==> src/hw/rtl/radar_measurement_jacobian_unit_assert.svh <==
// Assertion macros for the radar measurement Jacobian unit
`ifndef RADAR_MEASUREMENT_JACOBIAN_UNIT_ASSERT_SVH
`define RADAR_MEASUREMENT_JACOBIAN_UNIT_ASSERT_SVH
`ifndef SYNTHESIS
`define RMJ_ASSERT_IMPL(label, ante, cons) \
   label: assert property (@(posedge clock) disable iff (reset) (ante) |-> (cons)) \
      else $error("rmj assertion failed");
`define RMJ_ASSERT_NEXT(label, ante, cons) \
   label: assert property (@(posedge clock) disable iff (reset) (ante) |=> (cons)) \
      else $error("rmj assertion failed");
`else
`define RMJ_ASSERT_IMPL(label, ante, cons)
`define RMJ_ASSERT_NEXT(label, ante, cons)
`endif
`endif

==> src/hw/rtl/rmj_pkg.sv <==
// Shared constants, types and saturation helper of the radar Jacobian unit
package rmj_pkg;
   localparam int FRAC_BITS  = 16;
   localparam int POS_W      = 32;
   localparam int SUM_W      = 64;
   localparam int CROSS_W    = 64;
   localparam int DEN_W      = 96;
   localparam int NUM_W      = DEN_W + FRAC_BITS;
   localparam int QUO_W      = 33;
   localparam int LANES      = 6;
   localparam int ROOT_STEPS = 32;
   localparam int DIV_STEPS  = QUO_W;

   localparam int LANE_RANGE_PX   = 0;
   localparam int LANE_RANGE_PY   = 1;
   localparam int LANE_BEARING_PX = 2;
   localparam int LANE_BEARING_PY = 3;
   localparam int LANE_RATE_PX    = 4;
   localparam int LANE_RATE_PY    = 5;

   localparam logic [SUM_W-1:0]  ROOT_ONE = SUM_W'(1) << (SUM_W - 2);
   localparam logic [31:0]       SAT_POS  = 32'h7FFF_FFFF;
   localparam logic [31:0]       SAT_NEG  = 32'h8000_0000;
   localparam logic signed [31:0] UNIT_Q  = 32'sd1 <<< FRAC_BITS;

   typedef struct packed {
      logic             valid;
      logic             zero;
      logic [LANES-1:0] neg;
   } rmj_tag_type;

   typedef struct packed {
      logic [DEN_W-1:0] rem;
      logic [QUO_W-1:0] nlow;
      logic [DEN_W-1:0] den;
      logic [QUO_W-1:0] quo;
      logic             ovf;
   } rmj_lane_type;

   typedef rmj_lane_type [LANES-1:0] rmj_lanes_type;

   typedef struct packed {
      rmj_tag_type        tag;
      logic [POS_W-1:0]   apx;
      logic [POS_W-1:0]   apy;
      logic [SUM_W-1:0]   sum;
      logic [CROSS_W-1:0] across;
      logic [SUM_W-1:0]   rest;
      logic [SUM_W-1:0]   res;
      logic [SUM_W-1:0]   one;
   } rmj_root_type;

   typedef struct packed {
      rmj_tag_type   tag;
      rmj_lanes_type lanes;
   } rmj_div_type;

   function automatic logic [31:0] rmj_saturate(input logic [QUO_W-1:0] quo,
                                                input logic ovf, input logic neg);
      logic [31:0] r;
      if (neg) begin
         if (ovf || (quo > QUO_W'(SAT_NEG))) r = SAT_NEG;
         else r = ~quo[31:0] + 32'd1;
      end else begin
         if (ovf || (quo > QUO_W'(SAT_POS))) r = SAT_POS;
         else r = quo[31:0];
      end
      return r;
   endfunction
endpackage

==> src/hw/rtl/rmj_root_cell.sv <==
// One step of the integer square root chain
module rmj_root_cell (
   input  logic                 clock,
   input  logic                 reset,
   input  rmj_pkg::rmj_root_type root_i,
   output rmj_pkg::rmj_root_type root_o
);
   import rmj_pkg::*;

   rmj_root_type root_in, root_ff;
   logic [SUM_W-1:0] cand;

   always_comb begin
      root_in = root_i;
      root_in.tag.valid = root_i.tag.valid && !reset;
      cand    = root_i.res + root_i.one;
      if (root_i.rest >= cand) begin
         root_in.rest = root_i.rest - cand;
         root_in.res  = (root_i.res >> 1) + root_i.one;
      end else begin
         root_in.res  = root_i.res >> 1;
      end
      root_in.one = root_i.one >> 2;
   end

   always_ff @(posedge clock) begin
      root_ff <= root_in;
   end

   assign root_o = root_ff;
endmodule

==> config.mk <==
export PLATFORM = sky130hd
export DESIGN_NAME = rmj_root_cell
export DESIGN_NICKNAME = d
export VERILOG_FILES = /design/src/hw/rtl/radar_measurement_jacobian_unit_assert.svh /design/src/hw/rtl/rmj_pkg.sv /design/src/hw/rtl/rmj_root_cell.sv
export SDC_FILE = /design/constraint.sdc
export NUM_CORES = 1
export LEC_CHECK = 0
export BUFFER_PORTS_ARGS = -buffer_cell sky130_fd_sc_hd__buf_4
export CORE_AREA = 2 2 307 309
export DETAILED_ROUTE_END_ITERATION = 16
export DIE_AREA = 0 0 309 311
export MAX_ROUTING_LAYER = met4
export PLACE_DENSITY_LB_ADDON = 0.3
export SLEW_MARGIN = 20
export SYNTH_ARGS = -nofsm -noshare
export SYNTH_HDL_FRONTEND = slang
export SYNTH_SLANG_ARGS = --single-unit
==> constraint.sdc <==
create_clock -name clock -period 7 [get_ports clock]
set_clock_uncertainty 0.15 [all_clocks]
set_input_delay 1.05 -clock clock [delete_from_list [all_inputs] [get_ports clock]]
set_output_delay 1.05 -clock clock [all_outputs]
set_load 0.01 [all_outputs]
==> run summary, run 1 <==
The flow ran to the end, and the final reports show no timing, DRC or antenna violations. Synthesis produced a netlist whose cell count is between 2000 and 2500. The number of nets at the end of the flow is 3634. The leftover overflow at the end of global routing is 0. The headroom to the max-slew limit came out at 0.491. STA classifies the critical path endpoint as a flip-flop. The DRC violation count after routing is 0. The number of iterations in the first detailed-routing pass is 5. The proportion of layout cells with a drive suffix above 1 came out at 0.315. The clock slew at the register clock pins of the worst setup and hold paths came out at 0.06 ns. The total clock buffers created by CTS is just under 50.

The share of the synthesized area in compound gates (AO/OA/AOI/OAI) came out at 0.239. In this run, post-CTS repair resized a total of 0 instances. The total of flip-flops plus latches after synthesis came out at just under 400.

In this run the worst hold path is classified as primary input to flip-flop. Across the VDD grid, the largest voltage drop is around 180 uV. After synthesis, the largest family of logic cells by area is compound AO/OA/AOI/OAI gates.

786 I/O pins were placed. Broken down by cell family, the worst path's largest delay share belongs to compound AO/OA/AOI/OAI gates. Summing over every cut layer, the via total after detailed routing is around 20000.

In this run the vertical extent of the chip is between 300 and 400 um. The area of the die came out at ~96000 sq um. The average cell area after synthesis came out at a little under 9 sq um.

The number of buffers and inverters on the critical path is 6. The clock tree synthesis step divided the H-tree into 2 levels. The total of buffers placed on input and output ports is roughly 800. The minimum clock period came out at roughly 6.3 ns. The number of hold violations in the final report came out at 0. The synthesized-area fraction occupied by and/or/nand/nor cells is 0.138. The detailed router's first-iteration violation count is 1160. Of the total synthesized cell area, the portion taken by full adders, half adders and majority gates is 0.121. The post-synth design cell area is approximately 20000 sq um.

In the routed layout, each cell is associated on average with a via count of between 4 and 5. The post-route setup TNS is 0 ns. The area growth from synthesis to final layout is 46.5%. The leakage power came out at about 0.014 uW.

The detailed-placement wirelength estimate came out at 90700 um. Measured on the finished design, the core utilization comes to 0.317. The initial antenna violation count was 18. The number of global-route vias before repair is around 20000. The share of synthesized flip-flops with an asynchronous set or reset came out at 0. The effective utilization at floorplan came out at 0.216. Counting stages on the worst path, the most repeated cell is o21ai_0.

The number of warnings issued by yosys is 0. The type of the worst setup path is primary input to flip-flop. The clock tree from TritonCTS is done.

The critical path launch point type is a primary input. Based on the critical path, the design can be clocked at up to roughly 160 MHz. The largest fanout on the critical path came out at 49. The mux share of post-synthesis cell area is 0.00212. The initialized floorplan defines ~110 standard-cell rows. Max-cap violations in this run came to 0.

The share of the Yosys chip area taken by registers is 0.389. The first-pass GRT wire length came out at around 150000 um. The number of pins with negative max-slew slack in the final report is 0. The die extent in x came out at a little over 300 um.

The number of sinks handled by clock tree synthesis came out at slightly below 400. The final estimated routing congestion in global placement came out at around 0.91. Hold repair after CTS inserted 0 buffers.

The slowest stage of the critical path is the o21ai_0 cell. The remaining antenna violation count came out at 0. The worst stage delay on the critical path came out at approximately 0.44 ns. In this run the clock root is driven by a clkbuf_16. The distinct cell type count of the synthesized netlist is 84.

The final layout contains routed wiring with a total length of roughly 110000 um. After clock tree synthesis, the setup repair step added 0 buffers. Setup repair after global routing left no endpoint under its margin. Entering global routing, the biggest net connects 50 pins. The required time of the critical path came out at roughly 7.3 ns. Prior to clock tree synthesis, the placed netlist has a worst setup slack of around 0.15 ns. The core box area came out at between 90000 and 100000 sq um. The aggregate global-route resource usage came out at 0.218. The power density over cell area came out at 310 nW/um^2. The filler cells instantiated in the layout total between 9000 and 10000. The register with the most flip-flops in the layout has around 400 of them.

The number of synthesized flops with an enable pin is 0. The signal arrival time at the worst endpoint is 6.63 ns. For the pin with the worst max-slew slack, the measured transition is around 0.75 ns.

For this run, the leading register cell type out of synthesis is dfxtp_1. In the final routed layout, each cell accounts on average for around 24 um. The setup-violating endpoint count in the final report came out at 0.

The final worst setup slack is 0.684 ns. The xor-xnor portion of the synthesized cell area is 0.0794. The period utilization came out at 0.902. No sink is reached through more buffers than the 3 on the longest clock path.
## logic make-up after synthesis
logic type / Yosys count
multiplexers: 4
flip-flops: 390
XOR/XNOR: 182
AND/OR/NAND/NOR: 587
buffers and inverters: 153
adder cells (fa/ha/maj): 193
AO/OA/AOI/OAI: 752
other: 1
## final cells by class
type	count	area (sq um)	share of cell area
multi-input combinational	1720	11700	0.397
sequential	390	7810	0.265
timing repair buffer	838	6370	0.216
tap	1254	1570	0.0533
clock buffer	62	1370	0.0464
clock inverter	29	422	0.0143
inverter	48	180	0.00612
antenna	18	45.0	0.00153
## routing by layer
| metal | up-vias | GRT usage | wire [um] |
|---|---|---|---|
| li1 | 9739 | - | - |
| met1 | 9325 | 0.243 | 42500 |
| met2 | 599 | 0.377 | 53000 |
| met3 | 114 | 0.0558 | 7100 |
| met4 | 0 | 0.0701 | 3230 |
| met5 | - | - | 0 |
## worst paths after layout
path | startpoint | endpoint | slack, ns | cells after the start
max | root_i[0] | root_o[75] | 0.68 | 29
min | root_i[229] | root_o[229] | 0.36 | 1
## synthesized netlist by cell type, drive strengths merged, types with 8 or more instances
cell | instances | share of area
dfxtp | 390 | 0.39
nand2 | 241 | 0.045
a21oi | 221 | 0.056
o21ai | 197 | 0.049
ha | 190 | 0.12
a21o | 145 | 0.054
nor2 | 111 | 0.021
xnor2 | 96 | 0.042
xor2 | 86 | 0.038
clkbuf | 82 | 0.015
nand4 | 55 | 0.017
inv | 48 | 0.0090
nand3 | 41 | 0.010
nor3 | 34 | 0.0085
o21bai | 33 | 0.012
a31oi | 23 | 0.0072
buf | 23 | 0.0064
o21a | 23 | 0.0087
nor2b | 21 | 0.0065
and3 | 17 | 0.0053
nand2b | 15 | 0.0047
a211o | 9 | 0.0039
and2 | 9 | 0.0028
o211ai | 9 | 0.0034
a211oi | 8 | 0.0032
a21boi | 8 | 0.0030
a31o | 8 | 0.0035
## cell usage in the layout, fill, tap and decap left out, types with 34 or more instances in the layout
master and instances:
dfxtp_1 390, nand2_1 241, ha_1 190, clkbuf_16 49, a21oi_1 218, nor2_1 109
o21ai_0 188, inv_1 48, nand3_1 40, nand4_1 55, a21o_1 143, xnor2_1 96
xor2_1 86, buf_4 832, nor3_1 34
## power by group
| part | internal [uW] | switching, uW |
|---|---|---|
| clock network | 1690 | 1130 |
| registers | 2610 | 157 |
| logic | 1530 | 2010 |
| total | 5840 | 3300 |
## through the flow
stage / instance area, sq um / hold WS [ns] / total power (uW) / instances
floorplan: 20100 / 0.928 / 4620 / 2263
global placement: 27600 / 1.00 / 6390 / 4250
detailed placement: 27600 / 1.01 / 6370 / 4250
CTS: 29400 / 0.311 / 9250 / 4341
global route: 29400 / 0.335 / 9640 / 4359
finish: 29400 / 0.365 / 9130 / 4359
Note: power is estimated with default switching activity, not from simulation.
==> inputs of run 2 (changes only) <==
Clock period 7 ns to 7.9 ns, I/O delays scaled along.
==> run summary, run 2 (same netlist as run 1, synthesis figures left out) <==
Counting along the longest clock path gives a buffer depth of 3. The cell-internal power came out at 5020 uW. The final estimated routing congestion in global placement is between 0.9 and 1. In this run the top signal layer used is met4. The library cells used most frequently in the layout, excluding fill and tap cells, are buf_4 (793), dfxtp_1 (390), nand2_1 (241).

The count of H-tree levels built during CTS is 2. The final layout contains approximately 3600 nets. After detailed routing, the average wire length per cell comes to 24.5 um.

The largest fanout on the critical path is between 50 and 60. Once the clock tree was built, the resizer swapped 0 gates to a different size. The share of total power dissipated in combinational logic is 0.386.

The headroom to the max-slew limit is 0.455. The maximum clock frequency came out at 144 MHz. Setup repair after global routing left no endpoint under its margin. The type of destination of the critical path is a flip-flop. The die extent in x is 309 um. The required time of the critical path is 8.23 ns. The minimum hold slack came out at just under 0.5 ns. The area growth from synthesis to layout is 44.4%. Summed over all layers, the routed wires come to 106000 um. The clock slew at the register clock pins of the worst setup and hold paths came out at 0.06 ns. The proportion of layout cells with a drive suffix above 1 is 0.304.

The total of buffers placed on input and output ports came out at a little under 800. The post-CTS setup buffer count is 0. The total I/O pin count is 786.

The number of max-cap violations is 0. The net switching share of the total power is 0.367. The maximum ir drop on the vdd rail is approximately 140 uV. The worst stage delay on the critical path came out at 0.53 ns.

The power density over cell area is between 200 and 300 nW/um^2. Of the total power, the clock network draws 0.305. The clock net in this run drives a total of 390 sinks. The worst setup path is launched from a primary input.

The pin count of the biggest net entering global routing is 56. The die is between 300 and 400 um tall. For this run the aggregate overflow at the end of global routing stands at 0. The path class of the tightest hold or removal check is primary input to flip-flop. The actual transition at the worst max-transition pin came out at about 0.81 ns. The number of buffers added to fix hold violations after cts is 0. The detailed-placement wirelength estimate is 90300 um. The region available for standard cell placement spans ~93000 sq um. The remaining antenna violation count came out at 0.

The met2 wire length came out at roughly 53000 um. The area of the die is 96100 sq um. The root buffer cell chosen for the clock tree is clkbuf_16. The share of the core filled with cells in the final layout is 0.313. After the first detailed-routing iteration, the DRC count stood at approximately 1300. Counting the buffers created by CTS gives 50. The number of hold violations in the final report came out at 0. The initial antenna violation count is 17. The net switching component of the power is 2910 uW.

The most frequent standard cell in the layout excluding fill and tap cells is buf_4. The number of iterations in the first detailed-routing pass is 5. By startpoint and endpoint, the worst setup path is classified as primary input to flip-flop.

The total met3 wirelength after detailed routing came out at approximately 8400 um. The highest-delay cell along the critical path is or3_2. The flip-flop count of the largest register after layout is between 300 and 400. After floorplanning, the core was divided into between 100 and 150 placement rows. The final worst setup slack is ~0.94 ns. The signal arrival time at the worst endpoint came out at ~7.3 ns. The DRC violation count after routing is 0. For this design the static power due to leakage is between 0.01 and 0.015 uW. The aggregate global-route resource usage came out at 0.217. The via count came out at between 15000 and 20000.

The minimum clock period is roughly 7 ns. The setup-violating endpoint count in the final report came out at 0. The period utilization came out at 0.881.

The average vias per placed instance is 4.55. The portion of total power attributed to sequential cells came out at 0.309. The number of pins with negative max-slew slack in the final report came out at 0. The detailed router put a total of 41700 um of wire on met1. The worst setup slack after placement is around 0.38 ns. TritonCTS built the clock tree. The run finished with clean final reports.

The effective utilization at floorplan came out at 0.216. The first global-routing pass estimated ~150000 um of wire. The number of global-route vias before repair is just under 20000. The post-route setup TNS is 0 ns.
-- run 2: changes by cell type in the layout (fill, tap and decap cells not counted), moves of 4 or more --
| cell | change |
|---|---|
| clkbuf_8 | -4 |
| clkbuf_1 | +5 |
| buf_4 | -39 |
| clkinvlp_4 | -5 |
-- run 2: worst paths after layout --
kind | start | to | slack, ns | cells after the start
max | root_i[6] | root_o[94] | 0.94 | 25
min | root_i[195] | root_o[195] | 0.49 | 1
-- run 2: per-layer routing --
| layer | GRT usage | vias up |
|---|---|---|
| met5 | - | - |
| met4 | 0.0605 | 0 |
| met3 | 0.0647 | 97 |
| met2 | 0.376 | 634 |
| met1 | 0.239 | 9243 |
| li1 | - | 9675 |
-- run 2: stage by stage --
step	power, uW	instances	cell area [sq um]
floorplan	4090	2263	20100
detailed placement	5550	4208	27200
global route	8380	4317	29000
global placement	5570	4208	27200
CTS	8030	4300	29000
finish	7930	4318	29000
-- run 2: area by class of cell --
cell class	count	area, sq um
fillers	9911	63800
multi-input cells	1720	11700
flip-flops and latches	390	7810
repair buffers	796	6010
well taps	1254	1570
clock buffers	65	1380
clock inverters	27	337
inverters	48	180
diodes	18	45.0
-- run 2: power groups by stage --
stage / Combinational (uW) / Clock [uW] / Sequential [uW]
3_5_place_dp: 3060 / 0 / 2490
6_report: 3060 / 2420 / 2450
2_1_floorplan: 1470 / 0 / 2620
4_1_cts: 3080 / 2500 / 2460
3_3_place_gp: 3070 / 0 / 2500
5_1_grt: 3320 / 2580 / 2480
-- run 2: worst max-delay path, delay by kind of cell --
family                     cells  cell delay (ns)
AOI/OAI and AO/OA             16             3.37
and+or+nand+nor                3             0.98
buffers and inverters          3             0.68
xor gates and xnor gates       1             0.18
adders and majority gates      2             0.84
